[config.mk]
export PLATFORM = sky130hd
export DESIGN_NAME = stun_binding_response_parser
export DESIGN_NICKNAME = d
export VERILOG_FILES = /design/src/sv/sbrp_pkg.sv /design/src/sv/stun_binding_response_parser.sv /design/src/sv/sbrp_hdr.sv /design/src/sv/sbrp_attr.sv
export SDC_FILE = /design/constraint.sdc
export NUM_CORES = 1
export LEC_CHECK = 0
export BUFFER_PORTS_ARGS = -buffer_cell sky130_fd_sc_hd__buf_2
export CORE_ASPECT_RATIO = 1.2
export CORE_MARGIN = 2
export CORE_UTILIZATION = 56
export DETAILED_ROUTE_END_ITERATION = 16
export PLACE_DENSITY = 0.71
export SLEW_MARGIN = 25
export SYNTH_ARGS = -nofsm -noshare
export SYNTH_HDL_FRONTEND = slang
export SYNTH_HIERARCHICAL = 1
export SYNTH_SLANG_ARGS = --single-unit
[constraint.sdc]
create_clock -name clk -period 6.58 [get_ports clk]
set_input_delay 0.329 -clock clk [delete_from_list [all_inputs] [get_ports clk]]
set_output_delay 0.329 -clock clk [all_outputs]
set_load 0.01 [all_outputs]
[src/sv/sbrp_pkg.sv]
// ---------------------------------------------------------------------------
// sbrp_pkg
// shared types and constants for the stun binding response parser
// ---------------------------------------------------------------------------
package sbrp_pkg;

    localparam int unsigned COUNT_W = 17;
    localparam int unsigned LEN_W   = 16;

    localparam logic [COUNT_W-1:0] COUNT_MAX = '1;
    localparam logic [COUNT_W-1:0] HDR_BYTES = COUNT_W'(20);

    localparam logic [31:0] COOKIE      = 32'h2112_A442;
    localparam logic [15:0] RESP_TYPE   = 16'h0101;
    localparam logic [15:0] ATTR_XOR    = 16'h0020;
    localparam logic [15:0] ATTR_MAPPED = 16'h0001;
    localparam logic [7:0]  FAMILY_IPV4 = 8'h01;

    localparam logic [2:0] ST_OK         = 3'd0;
    localparam logic [2:0] ST_SHORT      = 3'd1;
    localparam logic [2:0] ST_WRONG_TYPE = 3'd2;
    localparam logic [2:0] ST_BAD_COOKIE = 3'd3;
    localparam logic [2:0] ST_ID_MISMATCH = 3'd4;
    localparam logic [2:0] ST_OVERRUN    = 3'd5;
    localparam logic [2:0] ST_NO_ADDR    = 3'd6;

    localparam logic REG_TXN_HIGH = 1'b0;
    localparam logic REG_TXN_LOW  = 1'b1;

    typedef struct packed {
        logic       fire;
        logic       last;
        logic [7:0] data;
    } step_t;

    typedef struct packed {
        logic               attr_fire;
        logic [COUNT_W-1:0] attr_pos;
        logic [LEN_W-1:0]   msg_len;
        logic [COUNT_W-1:0] count_next;
        logic [2:0]         error_next;
    } hdr_info_t;

    typedef struct packed {
        logic        seen;
        logic [31:0] ip;
        logic [15:0] port;
    } attr_result_t;

endpackage

[src/sv/stun_binding_response_parser.sv]
// ---------------------------------------------------------------------------
// stun_binding_response_parser
// parses a stun binding response byte stream and reports the mapped endpoint
// ---------------------------------------------------------------------------
//  channel   handshake                 payload
//  byte      byte_valid / byte_stall   rx_byte, end_of_datagram
//  result    result_valid / result_stall  found, status, public_ip, public_port
//  cfg       cfg_valid / cfg_ready     cfg_index, cfg_data
//
//  one word per cycle sustained; input register then parse logic into result register
//  the result word is registered from the input register when the final word advances
//  reset clears all parse state and both id registers
//  a stalled result only holds back the input once a second final word reaches the parser
module stun_binding_response_parser (
    input  logic        clk,
    input  logic        rst_n,
    input  logic        byte_valid,
    output logic        byte_stall,
    input  logic [7:0]  rx_byte,
    input  logic        end_of_datagram,
    output logic        result_valid,
    input  logic        result_stall,
    output logic        found,
    output logic [2:0]  status,
    output logic [31:0] public_ip,
    output logic [15:0] public_port,
    input  logic        cfg_valid,
    output logic        cfg_ready,
    input  logic        cfg_index,
    input  logic [63:0] cfg_data
);
    import sbrp_pkg::*;

    logic         in_valid_reg;
    logic [7:0]   in_data_reg;
    logic         in_last_reg;
    logic         advance;
    logic         accept;
    logic         out_free;
    logic [31:0]  txn_high_reg;
    logic [63:0]  txn_low_reg;
    step_t        step;
    hdr_info_t    info;
    attr_result_t ares;
    logic [2:0]   status_next;
    logic         out_valid_reg;
    logic         found_reg;
    logic [2:0]   status_reg;
    logic [31:0]  ip_reg;
    logic [15:0]  port_reg;

    assign out_free   = !out_valid_reg || !result_stall;
    assign advance    = in_valid_reg && (!in_last_reg || out_free);
    assign byte_stall = in_valid_reg && !advance;
    assign accept     = byte_valid && !byte_stall;
    assign cfg_ready  = 1'b1;

    assign step.fire = advance;
    assign step.last = in_last_reg;
    assign step.data = in_data_reg;

    sbrp_hdr u_hdr (
        .clk         (clk),
        .rst_n       (rst_n),
        .step        (step),
        .txn_id_high (txn_high_reg),
        .txn_id_low  (txn_low_reg),
        .info        (info)
    );

    sbrp_attr u_attr (
        .clk    (clk),
        .rst_n  (rst_n),
        .step   (step),
        .info   (info),
        .result (ares)
    );

    always_comb
    begin
        if (info.count_next < HDR_BYTES)
            status_next = ST_SHORT;
        else if (info.error_next != ST_OK)
            status_next = info.error_next;
        else if ((HDR_BYTES + {1'b0, info.msg_len}) > info.count_next)
            status_next = ST_OVERRUN;
        else if (ares.seen)
            status_next = ST_OK;
        else
            status_next = ST_NO_ADDR;
    end

    always_ff @(posedge clk or negedge rst_n)
    begin
        if (!rst_n)
        begin
            txn_high_reg <= '0;
            txn_low_reg  <= '0;
        end
        else if (cfg_valid)
        begin
            unique case (cfg_index)
                REG_TXN_HIGH: txn_high_reg <= cfg_data[31:0];
                REG_TXN_LOW:  txn_low_reg  <= cfg_data;
            endcase
        end
    end

    always_ff @(posedge clk or negedge rst_n)
    begin
        if (!rst_n)
            in_valid_reg <= 1'b0;
        else if (accept)
            in_valid_reg <= 1'b1;
        else if (advance)
            in_valid_reg <= 1'b0;
    end

    always_ff @(posedge clk)
    begin
        if (accept)
        begin
            in_data_reg <= rx_byte;
            in_last_reg <= end_of_datagram;
        end
    end

    always_ff @(posedge clk or negedge rst_n)
    begin
        if (!rst_n)
            out_valid_reg <= 1'b0;
        else if (advance && in_last_reg)
            out_valid_reg <= 1'b1;
        else if (!result_stall)
            out_valid_reg <= 1'b0;
    end

    always_ff @(posedge clk)
    begin
        if (advance && in_last_reg)
        begin
            found_reg  <= (status_next == ST_OK);
            status_reg <= status_next;
            ip_reg     <= (status_next == ST_OK) ? ares.ip : 32'd0;
            port_reg   <= (status_next == ST_OK) ? ares.port : 16'd0;
        end
    end

    assign result_valid = out_valid_reg;
    assign found        = found_reg;
    assign status       = status_reg;
    assign public_ip    = ip_reg;
    assign public_port  = port_reg;

endmodule

[src/sv/sbrp_hdr.sv]
// ---------------------------------------------------------------------------
// sbrp_hdr
// byte counter and 20-byte header checks (type, cookie, transaction id)
// ---------------------------------------------------------------------------
module sbrp_hdr (
    input  logic               clk,
    input  logic               rst_n,
    input  sbrp_pkg::step_t    step,
    input  logic [31:0]        txn_id_high,
    input  logic [63:0]        txn_id_low,
    output sbrp_pkg::hdr_info_t info
);
    import sbrp_pkg::*;

    localparam logic [COUNT_W-1:0] POS_TYPE   = COUNT_W'(1);
    localparam logic [COUNT_W-1:0] POS_LEN    = COUNT_W'(3);
    localparam logic [COUNT_W-1:0] POS_COOKIE = COUNT_W'(7);
    localparam logic [COUNT_W-1:0] POS_ID0    = COUNT_W'(11);
    localparam logic [COUNT_W-1:0] POS_ID1    = COUNT_W'(15);
    localparam logic [COUNT_W-1:0] POS_ID2    = COUNT_W'(19);

    logic [COUNT_W-1:0] count_reg, count_next;
    logic [31:0]        shift_reg, shift_next;
    logic [LEN_W-1:0]   len_reg, len_next;
    logic [2:0]         error_reg, error_next;
    logic [COUNT_W-1:0] attr_pos;
    logic               attr_fire;
    logic               counting;

    always_comb
    begin
        count_next = count_reg;
        shift_next = shift_reg;
        len_next   = len_reg;
        error_next = error_reg;
        attr_fire  = 1'b0;
        attr_pos   = count_reg - HDR_BYTES;
        counting   = step.fire && (count_reg != COUNT_MAX);
        if (counting)
        begin
            count_next = count_reg + COUNT_W'(1);
            if (count_reg < HDR_BYTES)
            begin
                shift_next = {shift_reg[23:0], step.data};
                if (count_reg == POS_TYPE && shift_next[15:0] != RESP_TYPE
                        && error_next == ST_OK)
                    error_next = ST_WRONG_TYPE;
                if (count_reg == POS_LEN)
                    len_next = shift_next[15:0];
                if (count_reg == POS_COOKIE && shift_next != COOKIE && error_next == ST_OK)
                    error_next = ST_BAD_COOKIE;
                if (count_reg == POS_ID0 && shift_next != txn_id_high && error_next == ST_OK)
                    error_next = ST_ID_MISMATCH;
                if (count_reg == POS_ID1 && shift_next != txn_id_low[63:32]
                        && error_next == ST_OK)
                    error_next = ST_ID_MISMATCH;
                if (count_reg == POS_ID2 && shift_next != txn_id_low[31:0]
                        && error_next == ST_OK)
                    error_next = ST_ID_MISMATCH;
            end
            else if (attr_pos < {1'b0, len_reg})
                attr_fire = 1'b1;
        end
    end

    assign info.attr_fire  = attr_fire;
    assign info.attr_pos   = attr_pos;
    assign info.msg_len    = len_reg;
    assign info.count_next = count_next;
    assign info.error_next = error_next;

    always_ff @(posedge clk or negedge rst_n)
    begin
        if (!rst_n)
        begin
            count_reg <= '0;
            shift_reg <= '0;
            len_reg   <= '0;
            error_reg <= ST_OK;
        end
        else if (step.fire && step.last)
        begin
            count_reg <= '0;
            shift_reg <= '0;
            len_reg   <= '0;
            error_reg <= ST_OK;
        end
        else
        begin
            count_reg <= count_next;
            shift_reg <= shift_next;
            len_reg   <= len_next;
            error_reg <= error_next;
        end
    end

endmodule

[src/sv/sbrp_attr.sv]
// ---------------------------------------------------------------------------
// sbrp_attr
// attribute walker: tracks padded attributes and keeps the mapped endpoint
// ---------------------------------------------------------------------------
module sbrp_attr (
    input  logic                   clk,
    input  logic                   rst_n,
    input  sbrp_pkg::step_t        step,
    input  sbrp_pkg::hdr_info_t    info,
    output sbrp_pkg::attr_result_t result
);
    import sbrp_pkg::*;

    typedef enum logic [1:0] {
        PH_HDR  = 2'd0,
        PH_VAL  = 2'd1,
        PH_STOP = 2'd2
    } phase_t;

    phase_t        phase_reg, phase_next;
    logic [15:0]   type_reg, type_next;
    logic [15:0]   len_reg, len_next;
    logic [15:0]   offset_reg, offset_next;
    logic [55:0]   value_reg, value_next;
    logic          xor_seen_reg, xor_seen_next;
    logic          addr_seen_reg, addr_seen_next;
    logic [31:0]   ip_reg, ip_next;
    logic [15:0]   port_reg, port_next;
    logic [16:0]   offset_inc;
    logic [16:0]   padded;
    logic [17:0]   attr_end;

    always_comb
    begin
        phase_next     = phase_reg;
        type_next      = type_reg;
        len_next       = len_reg;
        offset_next    = offset_reg;
        value_next     = value_reg;
        xor_seen_next  = xor_seen_reg;
        addr_seen_next = addr_seen_reg;
        ip_next        = ip_reg;
        port_next      = port_reg;
        offset_inc     = {1'b0, offset_reg} + 17'd1;
        padded         = ({1'b0, len_reg} + 17'd3) & ~17'd3;
        attr_end       = 18'd0;
        if (info.attr_fire)
        begin
            case (phase_reg)
                PH_HDR:
                begin
                    if (offset_reg < 16'd2)
                        type_next = {type_reg[7:0], step.data};
                    else
                        len_next = {len_reg[7:0], step.data};
                    offset_next = offset_inc[15:0];
                    if (offset_inc == 17'd4)
                    begin
                        offset_next = '0;
                        value_next  = '0;
                        attr_end    = {1'b0, info.attr_pos} + 18'd1 + {2'b0, len_next};
                        if (attr_end > {2'b0, info.msg_len})
                            phase_next = PH_STOP;
                        else if (len_next != 16'd0)
                            phase_next = PH_VAL;
                    end
                end
                PH_VAL:
                begin
                    if (offset_reg >= 16'd1 && offset_reg <= 16'd7 && offset_reg < len_reg)
                        value_next = {value_reg[47:0], step.data};
                    if (offset_reg == 16'd7 && value_next[55:48] == FAMILY_IPV4
                            && len_reg >= 16'd8)
                    begin
                        if (type_reg == ATTR_XOR)
                        begin
                            port_next     = value_next[47:32] ^ COOKIE[31:16];
                            ip_next       = value_next[31:0] ^ COOKIE;
                            xor_seen_next = 1'b1;
                        end
                        else if (type_reg == ATTR_MAPPED && !xor_seen_reg && !addr_seen_reg)
                        begin
                            port_next      = value_next[47:32];
                            ip_next        = value_next[31:0];
                            addr_seen_next = 1'b1;
                        end
                    end
                    offset_next = offset_inc[15:0];
                    if (offset_inc >= padded)
                    begin
                        offset_next = '0;
                        phase_next  = PH_HDR;
                    end
                end
                default:
                begin
                end
            endcase
        end
    end

    assign result.seen = xor_seen_next | addr_seen_next;
    assign result.ip   = ip_next;
    assign result.port = port_next;

    always_ff @(posedge clk or negedge rst_n)
    begin
        if (!rst_n)
        begin
            phase_reg     <= PH_HDR;
            type_reg      <= '0;
            len_reg       <= '0;
            offset_reg    <= '0;
            value_reg     <= '0;
            xor_seen_reg  <= 1'b0;
            addr_seen_reg <= 1'b0;
            ip_reg        <= '0;
            port_reg      <= '0;
        end
        else if (step.fire && step.last)
        begin
            phase_reg     <= PH_HDR;
            type_reg      <= '0;
            len_reg       <= '0;
            offset_reg    <= '0;
            value_reg     <= '0;
            xor_seen_reg  <= 1'b0;
            addr_seen_reg <= 1'b0;
            ip_reg        <= '0;
            port_reg      <= '0;
        end
        else
        begin
            phase_reg     <= phase_next;
            type_reg      <= type_next;
            len_reg       <= len_next;
            offset_reg    <= offset_next;
            value_reg     <= value_next;
            xor_seen_reg  <= xor_seen_next;
            addr_seen_reg <= addr_seen_next;
            ip_reg        <= ip_next;
            port_reg      <= port_next;
        end
    end

endmodule

Yosys cells after proc, flatten, opt, wreduce, memory -nomap -nowiden
Cells that the tools add are included.
{"block": "word_totals", "inputBits": 79, "word_cells": 211, "reg_bits": 375}
{"block": "op_classes", "n_reduce_logical": 56, "n_addsub": 7, "mux": 88, "order_cmp": 11, "n_eq_ne": 22, "bitwise_logic": 4}
{"cell": "$mux 16", "n": 24}
{"cell": "$mux 56", "n": 6}
{"cell": "$mux 32", "n": 6}
{"cell": "$pmux 56 s2", "n": 1}
{"cell": "$ne 32x32->1", "n": 3}
{"cell": "$mux 24", "n": 3}
{"cell": "$mux 3", "n": 20}
{"cell": "$eq 17x3->1 const B", "n": 2}
{"cell": "$eq 17x4->1 const B", "n": 2}
{"cell": "$lt 17x5->1 const B", "n": 2}
{"cell": "$mux 17", "n": 2}
{"cell": "$ne 32x30->1 const B", "n": 1}
{"cell": "$pmux 16 s2", "n": 1}
{"cell": "$logic_and 1x1->1", "n": 21}
{"cell": "$add 17x1->18 const B", "n": 1}
{"cell": "$add 18x16->18", "n": 1}
{"cell": "$gt 18x16->1", "n": 1}
{"cell": "$logic_not 3->1", "n": 6}
{"cell": "$mux 1", "n": 18}
{"cell": "$add 16x1->17 const B", "n": 1}
{"cell": "$add 16x2->17 const B", "n": 1}
{"cell": "$add 17x1->17 const B", "n": 1}
{"cell": "$add 5x16->17 const A", "n": 1}
{"cell": "$eq 17x1->1 const B", "n": 1}
{"cell": "36 further kinds", "n": 62}

Longest topological paths before layout
{"block": "depth", "ltp_word": 30, "ltp_mapped": 27}

Hierarchy
The synthesis kept the hierarchy.
{"mod": "sbrp_attr", "instances": 1, "cells_each": 1035, "area_each_um2": 9785.6}
{"mod": "stun_binding_response_parser", "instances": 1, "cells_each": 456, "area_each_um2": 6668.9}
{"mod": "sbrp_hdr", "instances": 1, "cells_each": 568, "area_each_um2": 4824.6}

Least setup slack after synthesis
OpenSTA, ideal clock, no wires.
{"block": "synth_timing", "path_type": "register to register", "startpoint": "register u_attr.offset_reg[13]", "endpoint": "register u_attr.phase_reg[1]", "path_slack_ps": 1378, "path_stages_with_launch": 28, "setup_time_ps": 121, "t_arrival_ps": 5081, "cell_sequence": "dfrtp_1 > buf_2 > or4_1 > or4_1 > or3_1 > clkbuf_1 > clkbuf_1 > nor2_1 > a21oi_1 > ha_1 > fa_1 > nor2b_1 > o21ai_0 > a21o_1 > a21oi_1 > a21oi_1 > o21bai_1 > a21oi_1 > xnor2_1 > ha_1 > a211oi_1 > o21ai_0 > o211ai_1 > o211ai_1 > o41ai_1 > nand2b_1 > nand4_1 > a22o_1"}
{"block": "synth_via", "elab_chain_len": 11, "elab_cells_between_ends": 19}
{"element": "from (decl)", "line": "sbrp_attr.sv:23", "text": "logic [15:0] offset_reg, offset_next;"}
{"element": "from (signal assigned)", "line": "sbrp_attr.sv:137", "text": "offset_reg <= offset_next;"}
{"element": "$lt 16x2->1", "line": "sbrp_attr.sv:52", "text": "if (offset_reg < 16'd2)"}
{"element": "$mux 16", "line": "sbrp_attr.sv:52"}
{"element": "$mux 16", "line": "sbrp_attr.sv:49", "text": "case (phase_reg)"}
{"element": "$mux 16", "line": "sbrp_attr.sv:47", "text": "if (info.attr_fire)"}
{"element": "$add 18x16->18", "line": "sbrp_attr.sv:61", "text": "attr_end = {1'b0, info.attr_pos} + 18'd1 + {2'b0, len_next};"}
{"element": "$gt 18x16->1", "line": "sbrp_attr.sv:62", "text": "if (attr_end > {2'b0, info.msg_len})"}
{"element": "$mux 2", "line": "sbrp_attr.sv:62"}
{"element": "$mux 2", "line": "sbrp_attr.sv:57", "text": "if (offset_inc == 17'd4)"}
{"element": "$pmux 2 s2", "line": "sbrp_attr.sv:49"}
{"element": "$mux 2", "line": "sbrp_attr.sv:47"}
{"element": "$mux 2", "line": "sbrp_attr.sv:120", "text": "else if (step.fire && step.last)"}
{"element": "to (signal assigned)", "line": "sbrp_attr.sv:134", "text": "phase_reg <= phase_next;"}
{"element": "to (decl)", "line": "sbrp_attr.sv:20", "text": "phase_t phase_reg, phase_next;"}
Parallel ways exist; a longest one is shown, timed or not. The select of a mux whose other input is x is not followed.
A chain may end at the register's enable or synchronous reset.

==> metrics.sh <==
CTS_MAX_LEVEL=2
MAX_REG_FLOPS=64
CTS_MADE_BUFFERS=41
YOSYSMOSTFREQUENTCELL='dfrtp_1'
SYNTH.AREA.TOP_CELLS='dfrtp_1, edfxtp_1, xnor2_1, ha_1, mux2_2'
CLOCK_TREE.ROOT_CELL='clkbuf_16'
TOTAL_OF_BUFFERS_PLACED_ON_INPUT_AND_OUTPUT_PORTS=132
POST_DRT_VIA_CELL_RATIO=6.12
FINALHOLDVIOLATIONS=0
DIE_W_UM=182
RSZ0062_AT_GRT='no'
DR.PASS1.ITERS=5
SYNTH_TOP_CELL_BY_AREA='dfrtp_1'
CRITPATHMAXFANOUT=49
SYNTH.LIB_CELLS_USED.DISTINCT=69
SYNTH_AREA_UM2=21300
COUNT_OF_BUFFERS_ADDED_BY_POST_CTS_TIMING_REPAIR_FOR_SETUP=0
CLKSLEWWORSTSETUPHOLDPATHS_NS=0.06
POWER_mW=6.31
YOSYS_WARNINGS=6
LAYOUT_MIN_CYCLE_TIME_NS=6.16
DRC=0
CRIT_REQUIRED_NS=6.94
DRT-TOTAL-WL_UM=55800
WORSTSETUPPATHTYPE='register to register'
WL_PER_CELL_UM=21.0
ANTENNA_FOUND_INITIAL=1
CELLPOWERDENSITY_nW_PER_UM2=265
CRITICAL_PATH.ENDPOINT_TYPE='register'
OVERFLOW=0
SYN-INSTANCE-COUNT=2059
DRTITER0DRC=1101
TOTAL_NEGATIVE_SLACK_FOR_SETUP_CHECKS_NS=0
GR-USAGE-MET1_PCT=35.4
NUM_VIAS=16300
CORE_AREA_UM2=37700
TRITONCTS='built'
WORST-ENDPOINT-ARRIVAL_NS=6.52
LAYOUT.NETS=2333
ANT_NETS=0
MAXIMUM_ACHIEVABLE_FREQUENCY_MHz=162
GROUTE.USAGE.OVERALL_PCT=28.3
PLACE.DETAILED.HPWL_UM=39200
MAXIMUM_NUMBER_OF_BUFFERS_FROM_CLOCK_ROOT_TO_SINK=3
SYNTH.AVG_CELL_AREA_UM2=10.3
ANTENNA_CELLS_INSERTED=0
FLOW.AREA_GROWTH_FROM_SYNTHESIS_PCT=12.0
LARGEST_NET_DEGREE_AT_THE_START_OF_GLOBAL_ROUTING=162
SETUP_VIOL=0
IO_PINS=134
FLOORPLAN.INITIALDENSITY_PCT=56.5
GRT_PASS1_WL_UM=88400
SYNTH_EDF_COUNT=61
CELLLEAKAGEPOWER_nW=10.3
FIRST_GLOBAL_VIAS=16000
MAX_CAP_VIOL_COUNT=0
ROWS=78
DIE-AREA_UM2=39600
YS_SEQ_AREA_SHARE_PCT=45.5
PRIMARY_FF_MASTER_SYNTH='dfrtp_1'
SYNTH_LARGEST_TYPE_AREA_FRACTION_PCT=36.9
DIE_H_UM=218
SYNTH_COMMONEST_CELLS='dfrtp_1, xnor2_1, nand2_1'
GRT.BUSIEST_LAYER='met2'
GLOBAL_ROUTE_TRACK_USAGE_ON_MET3_PCT=3.87
TIMING.FINAL.CRIT_SHARE_PCT=93.6
CLK-INSERTION-DELAY-LATE_NS=0.55
ASYNC_FLOP_SHARE_PCT=83.7
DRV_SLEW=0
MAXSLEWHEADROOM_PCT=28.4
RUN_STATUS='finished clean'
CLOCK_SINKS=375
FINALCOREUTILIZATION_PCT=63.3
SYNTHESIS.NETS=2246
PROPORTION_OF_LAYOUT_CELLS_WITH_A_DRIVE_SUFFIX_ABOVE_1_PCT=17.1
HOLDCRITPATHCLASS='input port to register'
FINALWEIGHTEDCONGESTION=0.927
GRT_USE_MET2_PCT=49.6
MAX-VDD-IR-DROP_mV=0.242
YOSYS_REGISTER_BITS=375
CRIT_PATH_START_KIND='register'
SETUP_SKEW_NS=0.0115
TIGHTEST_SLEW_NS=1.07
==> layout make-up <==
class | count | area, µm²
fillers | 3049 | 13800
repair buffers | 187 | 1180
clock buffers | 57 | 1170
multi-input cells | 1449 | 10600
inverters | 92 | 345
well taps | 480 | 601
clock inverters | 19 | 194
flip-flops and latches | 375 | 9690
==> logic make-up after synthesis <==
| kind of cell | after synthesis | synth area share [%] |
|---|---|---|
| simple gates | 590 | 14.6 |
| compound gates | 414 | 13.4 |
| flops | 375 | 45.5 |
| buf+inv | 235 | 4.77 |
| xor+xnor | 175 | 7.20 |
| mux | 161 | 8.14 |
| fa+ha+maj | 108 | 6.39 |
| other cells | 1 | 0.0176 |
==> critical path, cell delays in order (launching register included) <==
cell and delay, ns:
dfrtp_1 0.48, nor4_4 0.37, nand2_1 0.13, or3_1 0.34
xnor2_1 0.25, ha_1 0.30, a211o_1 0.32, a211oi_1 0.21
o21ai_0 0.11, a21oi_1 0.16, o21ai_0 0.12, a311oi_2 0.45
nand2b_1 0.25, or4_1 0.68, o31ai_1 0.41, o21ai_0 0.14
nand2_1 0.18, nor4b_1 0.35, nand2_2 0.08, buf_4 0.30
nor3b_1 0.31
==> placed cells by master, fill, tap and decap left out, drive strengths merged, types with 18 or more instances in the layout <==
cell,count
dfrtp,314
buf,163
nand2,161
xnor2,157
a21oi,136
nor2,127
ha,107
a22o,102
mux2,97
inv,94
mux2i,64
nand4,63
edfxtp,61
clkbuf,57
o21ai,56
a211oi,53
nor3b,52
nand3,40
nor4,29
dlygate4sd3,24
nor3,22
nor2b,22
xor2,18
==> metal layers <==
metal  vias to the layer above  part of all wire (%)
met2                       510                    50
met5                         -                 0.020
met4                         2                   4.1
li1                       7577                     -
met3                       129                   4.5
met1                      8057                    41
==> metrics by stage <==
| stage | worst slack (ns) | cells | hold slack [ns] | instance area (µm²) |
|---|---|---|---|---|
| floorplan | 1.38 | 2059 | 0.0334 | 21300 |
| global placement | 0.632 | 2559 | 0.334 | 22200 |
| detailed placement | 0.324 | 2559 | 0.330 | 22200 |
| CTS | 0.312 | 2659 | 0.00111 | 23800 |
| global route | 0.101 | 2659 | 0.00289 | 23800 |
| finish | 0.421 | 2659 | 0.0127 | 23800 |
==> repair_timing <==
| item | 4_1_cts | 5_1_grt |
|---|---|---|
| hold buffers | 24 | 0 |
| gates resized for setup | 0 | 1 |
| endpoints found under the hold margin | 92 | 0 |
| setup endpoints to repair | 0 | 46 |
==> where the power goes <==
group          switching (mW)  leakage [nW]  total [mW]  internal [mW]
combinational           0.743          4.98        1.27          0.525
clock                   0.958         0.669        2.33           1.37
sequential              0.193          4.69        2.71           2.51
total                    1.89          10.3        6.31           4.41
==> final timing paths <==
kind / from / slack, ns / end / depth (start not counted)
setup / recovery: u_hdr/count_reg[7] / 0.42 / public_ip[13] / 20
hold / removal: cfg_data[44] / 0.01 / txn_low_reg[44] / 2
min in group asynchronous: rst_n / 0.33 / u_attr/port_reg[3] / 2
hold reg to reg: u_attr/type_reg[15] / 0.51 / u_attr/type_reg[15] / 1
max in group asynchronous: rst_n / 4.87 / txn_low_reg[5] / 3
setup reg to reg: u_hdr/count_reg[7] / 0.42 / public_ip[13] / 20
Note: power is estimated with default switching activity, not from simulation.
